$ cat src/sv/mbd_queue.sv
`default_nettype none
module mbd_queue #(
	parameter int WIDTH = 64,
	parameter int DEPTH = 4
) (
	input  wire logic             clk,
	input  wire logic             arst_n,
	input  wire logic             push,
	input  wire logic [WIDTH-1:0] push_data,
	output logic                  full,
	input  wire logic             pop,
	output logic      [WIDTH-1:0] pop_data,
	output logic                  empty
);
	localparam int PW = (DEPTH > 1) ? $clog2(DEPTH) : 1;

	logic [WIDTH-1:0] entries_q [DEPTH];
	logic [PW:0]      wr_ptr_q;
	logic [PW:0]      rd_ptr_q;

	always_ff @(posedge clk or negedge arst_n) begin
		if (!arst_n) begin
			wr_ptr_q <= '0;
			rd_ptr_q <= '0;
		end else begin
			if (push) begin
				wr_ptr_q <= wr_ptr_q + 1'b1;
			end
			if (pop) begin
				rd_ptr_q <= rd_ptr_q + 1'b1;
			end
		end
	end

	always_ff @(posedge clk) begin
		if (push) begin
			entries_q[wr_ptr_q[PW-1:0]] <= push_data;
		end
	end

	assign empty    = (wr_ptr_q == rd_ptr_q);
	assign full     = (wr_ptr_q[PW-1:0] == rd_ptr_q[PW-1:0]) && (wr_ptr_q[PW] != rd_ptr_q[PW]);
	assign pop_data = entries_q[rd_ptr_q[PW-1:0]];
endmodule
`default_nettype wire

$ cat config.mk
export PLATFORM = sky130hd
export DESIGN_NAME = mbd_queue
export DESIGN_NICKNAME = d
export VERILOG_FILES = /design/src/sv/mbd_queue.sv
export SDC_FILE = /design/constraint.sdc
export NUM_CORES = 1
export LEC_CHECK = 0
export BUFFER_PORTS_ARGS = -buffer_cell sky130_fd_sc_hd__buf_2
export CORE_UTILIZATION = 60
export DETAILED_ROUTE_END_ITERATION = 16
export HOLD_SLACK_MARGIN = 0.08
export PLACE_DENSITY = 0.9
export SYNTH_ARGS = -nofsm -noshare
export SYNTH_HDL_FRONTEND = slang
export SYNTH_SLANG_ARGS = --single-unit
$ cat constraint.sdc
create_clock -name clk -period 5 [get_ports clk]
set_input_delay 0 -clock clk [delete_from_list [all_inputs] [get_ports clk]]
set_output_delay 0 -clock clk [all_outputs]
set_load 0.02 [all_outputs]
==> results.tsv <==
stage	metric	value	unit
critical_path	CP required	5.00	ns
critical_path	CP startpoint	rd_ptr_q[0]	
cts	Clock Tree Buf Depth	3	
power_and_ir_drop	Lkg Pwr	4.19	nW
cts	clk sink count	262	
critical_path	Largest stage delay, worst path	1.02	ns
critical_path	crit path kind	reg -> out	
worst_hold_path	Hold WC Path Type	in -> reg	
worst_hold_path	min-delay src	push_data[20]	
timing	WHS	0.235	ns
route	DR vias	4616	
timing	max-slew violation count	0	
synth	syn_nets	437	
final_layout	Synth-to-Final Area Change	25.5	%
cts	root buf cell	clkbuf_16	
floorplanning	top-level port count	134	
cts	post-CTS setup buffer count	0	
cts	CTS H-tree lvls	1	
synth	synth cell count leaders	256 x edfxtp_1, 64 x mux4_2, 6 x buf_2, 6 x dfrtp_1	
synth	Synth area leaders	edfxtp_1 80%, mux4_2 15%, dfrtp_1 1.6%, ha_1 0.65%, buf_6 0.59%	
final_layout	final core utilization	78.2	%
synth	yosys warns	0	
timing	Slew HR	34.3	%
placement	placed inst area	10400	µm²
route	DR pass1 iterations	5	
floorplanning	die span in x	128	µm
floorplanning	Die Y	128	µm
power_and_ir_drop	sw frac	30.8	%
timing	Worst Skew	0.0110	ns
global_routing	initial antenna violation count	0	
power_and_ir_drop	sequential share of power	43.6	%
floorplanning	Site Rows	45	
synth	cell taking the most area after synthesis	edfxtp_1	
synth	Post-Syn Instances	364	
route	Detailed Route Iter0 Violations	346	
route	drt via density	5.69	
final_layout	fin area	12000	µm²
timing	measured slew at the worst slew-check pin	0.986	ns
critical_path	Top Family by Delay on Critical Path	flip-flops	
floorplanning	full die area	16500	µm²
final_layout	Non-Filler Instances	811	
route	# DRC	0	
synth	synthesized cell area	9570	µm²
timing	Final WS setup	2.13	ns
timing	fin crit period	2.87	ns
synth	top-count cell post-synth	edfxtp_1	
timing	Final setup viols	0	
floorplanning	Starting Density	62.3	%
synth	Post-synth EDFFs	256	
critical_path	CP Capture Type	output pin	
placement	IO Port Bufs	133	
power_and_ir_drop	Logic pwr share	28.2	%
final_layout	Multi-input gate area	1640	µm²
final_layout	ant diodes	0	
placement	dpl hpwl	9310	µm
global_routing	Most Crowded Layer GR	met2	
critical_path	RR Startpoint	wr_ptr_q[0]	
synth	flops & latches, synth	262	
global_routing	GRT met1 Usage	31.1	%
route	wirelength, routed	18500	µm
synth	Main synth FF type	edfxtp_1	
critical_path	CP startpoint kind	register	
global_routing	met2 usage	40.6	%
timing	setup TNS	0	ns
synth	sequential share of the synthesized area	81.9	%
critical_path	slowest CP cell	dfrtp_4	
timing	FMAX	349	MHz
global_routing	largest net degree at the start of global routing	66	
cts	PostCTS Resize Cnt	0	
critical_path	CP Data Arrival Time	2.87	ns
final_layout	share of cells above drive strength 1	41.0	%
timing	RSZ-0062 raised after global routing	no	
power_and_ir_drop	internal power	5.02	mW
floorplanning	core box area	15400	µm²
power_and_ir_drop	power consumption	7.24	mW
synth	Avg Cell Area, Syn	26.3	µm²
placement	RD Place Congestion	0.691	
global_routing	gr ovfl total	0	
power_and_ir_drop	Pwr per Cell Area	603	nW/µm²
critical_path	WP buf/inv	2	
power_and_ir_drop	Clock Power Share	28.1	%
synth	Yosys cell types	17	
critical_path	Critical Path Fanout Max	46	
synth	post-synth top area share	80.3	%
global_routing	number of global-route vias before repair	4944	
cts	total CTS buffers	26	
global_routing	gr usage total	23.4	%
placement	pre-CTS setup slack	2.58	ns
power_and_ir_drop	Switch Pwr	2.23	mW
global_routing	first-pass GRT wire length	27900	µm
cts	clock edge transition at the registers on the reported setup and hold paths	0.06	ns
cts	cts hold-fix bufs	68	
cts	clock latency at the later pin of the worst-skew pair	0.52	ns
cts	CTS tree	built	
timing	final period utilization	57.3	%
route	drt wl/cell	22.8	µm
synth	async set-or-reset flop fraction in the synthesized netlist	2.29	%
final_layout	nets@finish	654	
power_and_ir_drop	VDD IR max	0.469	mV
outcome	status	finished clean	
timing	Fin. Hold Viols	0	
placement	Placed Cells	696	
final_layout	FF/Latch Area	7840	µm²
route	ANT nets after route	0	
final_layout	FILL cells	783	
critical_path	cell-by-cell trace of the critical path	buf_4 > mux4_2 > buf_2	
global_routing	met3 GRT Util	4.38	%
job	Max Cap Violations	0	
power groups by stage:
stage | clock network [mW] | logic [mW] | registers (mW)
final | 2.04 | 2.04 | 3.16
after CTS | 2.05 | 2.06 | 3.17
after global routing | 2.14 | 2.16 | 3.21
after global placement | 0 | 1.97 | 3.17
after detailed placement | 0 | 1.99 | 3.20
after floorplan | 0 | 1.58 | 3.01
sequential cells by signal (all words and copies together), names as in the netlist:
register and cells:
entries_q 256, rd_ptr_q 3, wr_ptr_q 3
logic make-up after synthesis:
group | count (synthesis) | share of synthesized area (%)
and+or+nand+nor | 8 | 0.470
muxes | 65 | 15.2
xor gates and xnor gates | 7 | 0.640
DFF | 262 | 81.9
AOI/OAI and AO/OA | 1 | 0.0522
buffers and inverters | 16 | 1.14
adders and majority gates | 5 | 0.654
cells in the final DEF, fill, tap and decap left out:
| cell | instances |
|---|---|
| o21ai_0 | 1 |
| clkbuf_1 | 6 |
| nand2_1 | 2 |
| dfrtp_2 | 1 |
| dfrtp_1 | 4 |
| buf_4 | 2 |
| xnor2_1 | 2 |
| clkinv_2 | 6 |
| clkinv_1 | 1 |
| bufinv_16 | 5 |
| nor3b_1 | 1 |
| dfrtp_4 | 1 |
| edfxtp_1 | 256 |
| xor2_1 | 5 |
| dlygate4sd3_1 | 68 |
| inv_1 | 2 |
| mux2_2 | 1 |
| nor3_1 | 1 |
| buf_2 | 133 |
| ha_1 | 5 |
| inv_8 | 1 |
| mux4_2 | 64 |
| and2_4 | 4 |
| clkbuf_16 | 27 |
| clkinvlp_4 | 1 |
layer usage:
metal  vias up  routed length (µm)
met5         -                   0
li1       1998                   -
met4         0                 337
met1      2390                7390
met2       199                9640
met3        29                1130
path summary, 6_finish.rpt:
| check | to | slack (ns) | depth (start not counted) |
|---|---|---|---|
| min in group asynchronous | rd_ptr_q[2] | 0.45 | 3 |
| max in group asynchronous | rd_ptr_q[0] | 4.30 | 3 |
| worst max register to register | entries_q[2][44] | 3.08 | 3 |
| worst min-delay path | entries_q[2][20] | 0.24 | 2 |
| worst max-delay path | pop_data[13] | 2.13 | 3 |
| worst min register to register | wr_ptr_q[2] | 0.50 | 1 |
layout make-up:
| class | count | share of cell area [%] |
|---|---|---|
| flip-flops and latches | 262 | 65.3 |
| multi-input cells | 86 | 13.6 |
| repair buffers | 203 | 11.3 |
| clock buffers | 33 | 5.81 |
| well taps | 211 | 2.20 |
| clock inverters | 14 | 1.69 |
| inverters | 2 | 0.0625 |
worst register-to-register path: stages, from the launching register on:
cell     delay (ns)
dfrtp_1        0.44
inv_1          0.13
ha_1           0.15
and2_4         0.78
Power figures use the tool's default switching activity.
