### src/sv/mbd_pkg.sv
`default_nettype none
package mbd_pkg;

	localparam int PIX_BITS       = 16;
	localparam int PAIR_BITS      = PIX_BITS + 1;
	localparam int QUAD_BITS      = PIX_BITS + 2;
	localparam int CFG_INDEX_BITS = 2;
	localparam int CFG_DATA_BITS  = 12;
	localparam int QUEUE_DEPTH    = 4;

	localparam logic [CFG_INDEX_BITS-1:0] CFG_LEVEL_WIDTH  = 2'd0;
	localparam logic [CFG_INDEX_BITS-1:0] CFG_LEVEL_HEIGHT = 2'd1;

	typedef enum logic [1:0] {
		OP_LINE_WRITE,
		OP_LINE_ADD,
		OP_DOUBLE
	} cmd_op_t;

	typedef struct packed {
		logic [PIX_BITS-1:0] red;
		logic [PIX_BITS-1:0] green;
		logic [PIX_BITS-1:0] blue;
	} pix_t;

	typedef struct packed {
		logic [PAIR_BITS-1:0] red;
		logic [PAIR_BITS-1:0] green;
		logic [PAIR_BITS-1:0] blue;
	} pair_t;

	typedef struct packed {
		cmd_op_t op;
		logic    last;
		pair_t   sums;
	} cmd_t;

	typedef struct packed {
		logic                      we;
		logic [CFG_INDEX_BITS-1:0] index;
		logic [CFG_DATA_BITS-1:0]  data;
	} cfg_wr_t;

	typedef struct packed {
		pix_t pix;
		logic last;
	} result_t;

endpackage
`default_nettype wire

### src/sv/mbd_in_if.sv
`default_nettype none
interface mbd_in_if;
	import mbd_pkg::*;

	logic                valid;
	logic                ready;
	logic [PIX_BITS-1:0] red_in;
	logic [PIX_BITS-1:0] green_in;
	logic [PIX_BITS-1:0] blue_in;

	modport source(output valid, output red_in, output green_in, output blue_in, input ready);
	modport sink(input valid, input red_in, input green_in, input blue_in, output ready);
endinterface
`default_nettype wire

### src/sv/mbd_front.sv
`default_nettype none
module mbd_front #(
	parameter int MAX_WIDTH  = 2048,
	parameter int MAX_HEIGHT = 2048
) (
	input  wire logic              clk,
	input  wire logic              arst_n,
	input  wire mbd_pkg::cfg_wr_t  cfg,
	mbd_in_if.sink                 texels,
	input  wire logic              q_full,
	output logic                   q_push,
	output mbd_pkg::cmd_t          cmd,
	output logic [(((MAX_WIDTH + 1) / 2 > 1) ? $clog2((MAX_WIDTH + 1) / 2) : 1)-1:0] cmd_addr
);
	import mbd_pkg::*;

	localparam int LINE_DEPTH = (MAX_WIDTH + 1) / 2;
	localparam int AW = (LINE_DEPTH > 1) ? $clog2(LINE_DEPTH) : 1;
	localparam int CW = $clog2(MAX_WIDTH);
	localparam int RW = $clog2(MAX_HEIGHT);
	localparam int DW = $clog2(MAX_WIDTH + 1);
	localparam int DH = $clog2(MAX_HEIGHT + 1);

	logic [CFG_DATA_BITS-1:0] level_width_q;
	logic [CFG_DATA_BITS-1:0] level_height_q;
	logic [CW-1:0]            col_q;
	logic [RW-1:0]            row_q;
	pix_t                     held_q;

	logic [DW-1:0] w_dim;
	logic [DH-1:0] h_dim;
	logic          w_one;
	logic          h_one;
	logic [CW-1:0] last_col;
	logic [RW-1:0] last_row;
	logic [DH-1:0] pair_rows;
	logic [AW-1:0] last_px;
	logic [RW-1:0] last_py;
	logic [AW-1:0] px;
	logic [RW-1:0] py;
	logic          pair_done;
	logic          cmd_valid;
	logic          accept;
	logic          cfg_hit;
	pix_t          pix;

	// zero acts as one, oversize saturates
	always_comb begin
		if (level_width_q == '0) begin
			w_dim = DW'(1);
		end else if (32'(level_width_q) > 32'(MAX_WIDTH)) begin
			w_dim = DW'(MAX_WIDTH);
		end else begin
			w_dim = DW'(level_width_q);
		end
		if (level_height_q == '0) begin
			h_dim = DH'(1);
		end else if (32'(level_height_q) > 32'(MAX_HEIGHT)) begin
			h_dim = DH'(MAX_HEIGHT);
		end else begin
			h_dim = DH'(level_height_q);
		end
	end

	assign w_one     = (w_dim == DW'(1));
	assign h_one     = (h_dim == DH'(1));
	assign last_col  = CW'(w_dim - DW'(1));
	assign last_row  = RW'(h_dim - DH'(1));
	assign pair_rows = h_dim & ~DH'(1);
	assign last_px   = w_one ? '0 : AW'((w_dim >> 1) - DW'(1));
	assign last_py   = h_one ? '0 : RW'((h_dim >> 1) - DH'(1));

	assign pix.red   = texels.red_in;
	assign pix.green = texels.green_in;
	assign pix.blue  = texels.blue_in;

	assign texels.ready = !q_full;
	assign accept       = texels.valid && texels.ready;
	assign cfg_hit      = cfg.we && ((cfg.index == CFG_LEVEL_WIDTH) ||
		(cfg.index == CFG_LEVEL_HEIGHT));

	assign pair_done = w_one || col_q[0];
	assign px        = w_one ? '0 : AW'(col_q >> 1);
	assign py        = h_one ? '0 : (row_q >> 1);

	always_comb begin
		cmd_valid = 1'b0;
		cmd.op    = OP_LINE_WRITE;
		cmd.last  = (px == last_px) && (py == last_py);
		if (w_one) begin
			cmd.sums.red   = {pix.red, 1'b0};
			cmd.sums.green = {pix.green, 1'b0};
			cmd.sums.blue  = {pix.blue, 1'b0};
		end else begin
			cmd.sums.red   = {1'b0, held_q.red} + {1'b0, pix.red};
			cmd.sums.green = {1'b0, held_q.green} + {1'b0, pix.green};
			cmd.sums.blue  = {1'b0, held_q.blue} + {1'b0, pix.blue};
		end
		if (pair_done && !(w_one && h_one)) begin
			priority if (h_one) begin
				cmd_valid = 1'b1;
				cmd.op    = OP_DOUBLE;
			end else if (DH'(row_q) < pair_rows) begin
				cmd_valid = 1'b1;
				cmd.op    = row_q[0] ? OP_LINE_ADD : OP_LINE_WRITE;
			end else begin
				// odd last row is dropped
				cmd_valid = 1'b0;
			end
		end
	end

	assign q_push   = accept && cmd_valid;
	assign cmd_addr = px;

	always_ff @(posedge clk or negedge arst_n) begin
		if (!arst_n) begin
			level_width_q  <= CFG_DATA_BITS'(1);
			level_height_q <= CFG_DATA_BITS'(1);
			col_q          <= '0;
			row_q          <= '0;
		end else if (cfg_hit) begin
			if (cfg.index == CFG_LEVEL_WIDTH) begin
				level_width_q <= cfg.data;
			end else begin
				level_height_q <= cfg.data;
			end
			col_q <= '0;
			row_q <= '0;
		end else if (accept) begin
			if (col_q == last_col) begin
				col_q <= '0;
				row_q <= (row_q == last_row) ? '0 : row_q + 1'b1;
			end else begin
				col_q <= col_q + 1'b1;
			end
		end
	end

	always_ff @(posedge clk) begin
		if (accept && !pair_done) begin
			held_q <= pix;
		end
	end
endmodule
`default_nettype wire

### src/flat_wrapper.sv
// flat-port wrapper written by rule: the top's interface ports become plain ports
module mbd_front_flat import mbd_pkg::*;
#(
	parameter int MAX_WIDTH  = 2048,
	parameter int MAX_HEIGHT = 2048
)
  (clk, arst_n, cfg, q_full, q_push, cmd, cmd_addr, texels_valid, texels_red_in, texels_green_in, texels_blue_in, texels_ready);
  mbd_in_if texels_i ();
  input  wire logic clk;
  input  wire logic arst_n;
  input  wire mbd_pkg::cfg_wr_t cfg;
  input  wire logic q_full;
  output logic q_push;
  output mbd_pkg::cmd_t cmd;
  output logic [(((MAX_WIDTH + 1) / 2 > 1) ? $clog2((MAX_WIDTH + 1) / 2) : 1)-1:0] cmd_addr;
  input wire logic [$bits(texels_i.valid)-1:0] texels_valid;
  input wire logic [$bits(texels_i.red_in)-1:0] texels_red_in;
  input wire logic [$bits(texels_i.green_in)-1:0] texels_green_in;
  input wire logic [$bits(texels_i.blue_in)-1:0] texels_blue_in;
  output wire logic [$bits(texels_i.ready)-1:0] texels_ready;
  assign texels_i.valid = texels_valid;
  assign texels_i.red_in = texels_red_in;
  assign texels_i.green_in = texels_green_in;
  assign texels_i.blue_in = texels_blue_in;
  assign texels_ready = texels_i.ready;
  mbd_front #(.MAX_WIDTH(MAX_WIDTH), .MAX_HEIGHT(MAX_HEIGHT)) u_core (.clk(clk), .arst_n(arst_n), .cfg(cfg), .texels(texels_i), .q_full(q_full), .q_push(q_push), .cmd(cmd), .cmd_addr(cmd_addr));
endmodule
### config.mk
export PLATFORM = sky130hd
export DESIGN_NAME = mbd_front_flat
export DESIGN_NICKNAME = d
export VERILOG_FILES = /design/src/sv/mbd_pkg.sv /design/src/sv/mbd_in_if.sv /design/src/sv/mbd_front.sv /design/src/flat_wrapper.sv
export SDC_FILE = /design/constraint.sdc
export NUM_CORES = 1
export LEC_CHECK = 0
export BUFFER_PORTS_ARGS = -buffer_cell sky130_fd_sc_hd__buf_2
export CAP_MARGIN = 30
export CORE_MARGIN = 2
export CORE_UTILIZATION = 45
export CTS_CLUSTER_SIZE = 12
export DETAILED_ROUTE_END_ITERATION = 10
export PLACE_DENSITY = 0.66
export SLEW_MARGIN = 15
export SYNTH_ARGS = -nofsm -noshare
export SYNTH_HDL_FRONTEND = slang
export SYNTH_SLANG_ARGS = --single-unit
### constraint.sdc
create_clock -name clk -period 16 [get_ports clk]
set_input_delay 0 -clock clk [delete_from_list [all_inputs] [get_ports clk]]
set_output_delay 0 -clock clk [all_outputs]
set_load 0.02 [all_outputs]
==> results by group <==
Finish
  • Layout fillers: 1616
  • Ant. Diodes: 0
  • Final instance area: 0.0100 mm²
  • Share of layout cells above drive strength 1: 17.7%
  • Final net count: 1258
  • Area Growth Syn to Fin: 20.8%

Timing
  • Tmin final: 3.83 ns
  • Setup Viol. Count Final: 0
  • Final Hold Vio Count: 0
  • Final worst-path cycle share: 23.9%
  • Slew margin rel.: 49.3%
  • Max-slew violations: 0
  • Worst Max-Slew Pin Slew: 0.760 ns
  • Fmax: 0.261 GHz
  • Setup_tns: 0 ns
  • RSZ-0062 raised after global routing: false
  • Final Skew: 0.00786 ns

Placement
  • Routability cong.: 0.918
  • Count of input and output buffers: 132
  • Detailed Place HPWL: 16.0 mm
  • Placed Area: 0.00906 mm²

Synthesis
  • Seq/Total Area, Yosys: 31.3%
  • Yosys Warn Count: 0
  • Netlist cell types: 78
  • Post-Syn Instances: 967
  • Synth Net Count: 1102
  • Synth Register Bits: 94
  • Netlist Area Pre-Place: 0.00829 mm²
  • Async set or reset register ratio after synthesis: 48.9%
  • Number of synthesized flops with an enable pin: 48
  • Synth Flop Type: edfxtp_1
  • Mapped Avg Cell Area: 8.58 µm²

Floorplan
  • CORE AREA: 0.0180 mm²
  • Starting Density: 46.0%
  • IO Pins: 133
  • Die ar.: 0.0195 mm²
  • Row count: 49
  • Die H: 140 µm
  • Die W: 140 µm

Clock tree
  • CTS tree: done
  • Worst-Skew Late Latency: 0.36 ns
  • Clock Path Buffers: 2
  • CTS H-tree depth: 3
  • Clock Pin Slew Worst Setup and Hold Paths: 0.07 ns
  • PostCTS Resize Cnt: 0
  • Clk sink count: 94
  • CTS root buffer: clkbuf_16
  • Num CTS Buffers: 9

Critical path
  • R2R Setup Slk: 12.17 ns
  • Crit path arrival time: 4.06 ns
  • Buf/Inv on CP: 1
  • Cell with the largest stage delay on the worst path: dfrtp_1
  • Top Family by Delay on Critical Path: compound AO/OA/AOI/OAI gates
  • Slowest Stage Delay on Critical Path: 0.54 ns
  • Crit path launch type: flop
  • Type of destination of the critical path: flop
  • CP max FO: 12
  • Worst setup path class: reg2reg
  • Critical Path, Cell by Cell: nor4_4 > a41oi_1 > nor2_1 > inv_1 > ha_1 > o211ai_1 > mux2i_1 > a2111o_1 > a21oi_1 > nand4_1 > a32oi_2 > o31ai_2
  • Critical path required time: 16.23 ns

GRT
  • Vias in the first global route: 7262
  • Total gr overflow: 0
  • Total track usage: 22.7%
  • Antenna violations before repair: 0
  • First-pass GRT wire length: 36.3 mm
  • Largest net degree at the start of global routing: 67

Power and ir drop
  • P_leak: 4.25 nW
  • Pwr/cell area: 88.2 mW/mm²
  • Highest ir drop seen on vdd: 0.0000942 V
  • Total power: 884 µW

Drt
  • Iteration-0 DRC count of the detailed router: 409
  • Vias/cell: 5.67
  • TritonRoute pass-1 iters: 4
  • Residual DRC count: 0
  • Routed wire per std cell: 16.4 µm
  • WL final: 22.2 mm
  • Via count: 7694
  • Routed Antenna Nets: 0

Flow run
  • Max-Cap Viols: 0

Hold path
  • Hold Crit Class: in2reg

Status
  • Outcome: finished, final reports clean
per-layer routing:
layer	part of all wire [%]	vias up	track usage (%)
met2	46	197	37.6
met4	1.9	0	6.00
met3	5.1	30	3.92
li1	-	3815	-
met1	47	3652	30.8
met5	0	-	0
repair_timing:
action                                  in CTS  in global routing
hold buffers                                61                  0
buffers inserted                             0                  0
endpoints found under the hold margin      116                  0
endpoints found under the setup margin       0                  0
layout make-up:
type	count	area [µm²]	area share (%)
flip-flops and latches	94	2590	25.9
clock inverters	4	31.3	0.312
well taps	229	287	2.86
repair buffers	200	1330	13.3
inverters	40	150	1.50
multi-input cells	778	5330	53.2
clock buffers	12	289	2.89
cells in the final DEF (no fill, tap or decap), types with 6 or more instances in the layout:
master,netlist,routed
clkbuf_16,0,11
xor2_1,41,41
and3_1,14,14
nor3_1,29,28
o31ai_1,9,9
a21boi_0,6,6
nand2_1,65,65
a21o_1,9,9
o22ai_1,6,6
dfrtp_1,44,44
o21a_1,8,8
or3_1,12,12
nand3_1,32,32
buf_2,1,132
buf_4,0,6
and2_1,10,10
edfxtp_1,48,48
o21ai_0,59,59
mux2_2,22,22
a32oi_1,7,7
nor2_1,103,103
a31oi_1,13,13
nand2b_1,20,20
inv_1,39,39
mux2i_1,6,6
a21oi_1,75,75
dlygate4sd3_1,0,61
o211ai_1,10,10
nor4_1,7,7
ha_1,65,65
nor2b_1,11,11
nand4_1,8,8
xnor2_1,48,48
registers in the layout, indices dropped and copies added, names as in the netlist:
signal,cells
u_core.col_q,11
u_core.held_q,48
u_core.level_height_q,12
u_core.level_width_q,12
u_core.row_q,11
where the power goes:
part,internal (mW),switching [mW],total [mW]
clock,0.130,0.0996,0.230
combinational,0.147,0.198,0.346
sequential,0.275,0.0337,0.308
worst reg2reg max path, stage by stage (launching register included):
cell	delay, ns
dfrtp_1	0.54
nor4_4	0.52
a41oi_1	0.27
nor2_1	0.36
inv_1	0.08
ha_1	0.29
o211ai_1	0.13
mux2i_1	0.10
a2111o_1	0.45
a21oi_1	0.17
nand4_1	0.37
a32oi_2	0.31
o31ai_2	0.09
Yosys cell counts (8+ instances only):
cell      instances  share of area (%)
nor2_1          103                4.7
a21oi_1          75                4.5
ha_1             65                9.8
nand2_1          65                2.9
o21ai_0          59                3.6
clkbuf_1         48                2.2
edfxtp_1         48                 17
xnor2_1          48                5.1
dfrtp_1          44                 13
xor2_1           41                4.3
inv_1            39                1.8
nand3_1          32                1.9
nor3_1           29                1.7
mux2_2           22                3.0
nand2b_1         20                1.5
and3_1           14                1.1
a31oi_1          13               0.98
or3_1            12               0.91
nor2b_1          11               0.83
and2_1           10               0.75
o211ai_1         10               0.91
a21o_1            9               0.81
o31ai_1           9               0.81
nand4_1           8               0.60
o21a_1            8               0.72
stage by stage:
| step | setup slack (ns) | hold WS [ns] | util (%) | std cells |
|---|---|---|---|---|
| final | 12.17 | 0.0493 | 55.6 | 1357 |
| after floorplan | 10.37 | -0.296 | - | 967 |
| after global routing | 11.92 | 0.0582 | 55.6 | 1357 |
| after CTS | 11.62 | 0.0186 | 55.4 | 1355 |
| after detailed placement | 11.66 | 0.114 | 50.3 | 1278 |
| after global placement | 11.68 | 0.120 | 50.3 | 1278 |
cell families after synthesis:
logic type               share of synthesized area [%]
buffers and inverters                             4.59
adder cells (fa/ha/maj)                           10.5
multiplexers                                      3.71
XOR/XNOR                                          9.40
AO/OA/AOI/OAI                                     19.5
flip-flops                                        31.3
AND/OR/NAND/NOR                                   21.0
worst paths after layout:
| kind | start | to | cells after the start |
|---|---|---|---|
| worst max-delay path | u_core.level_height_q[4] | u_core.row_q[10] | 12 |
| worst min-delay path | cfg[13] | u_core.col_q[1] | 3 |
| worst max register to register | u_core.level_height_q[4] | u_core.row_q[10] | 12 |
| worst min register to register | u_core.level_height_q[2] | u_core.level_height_q[2] | 1 |
| max in group asynchronous | arst_n | u_core.col_q[5] | 3 |
| min in group asynchronous | arst_n | u_core.level_height_q[1] | 3 |
No activity file was read; power rests on OpenSTA's default activity.
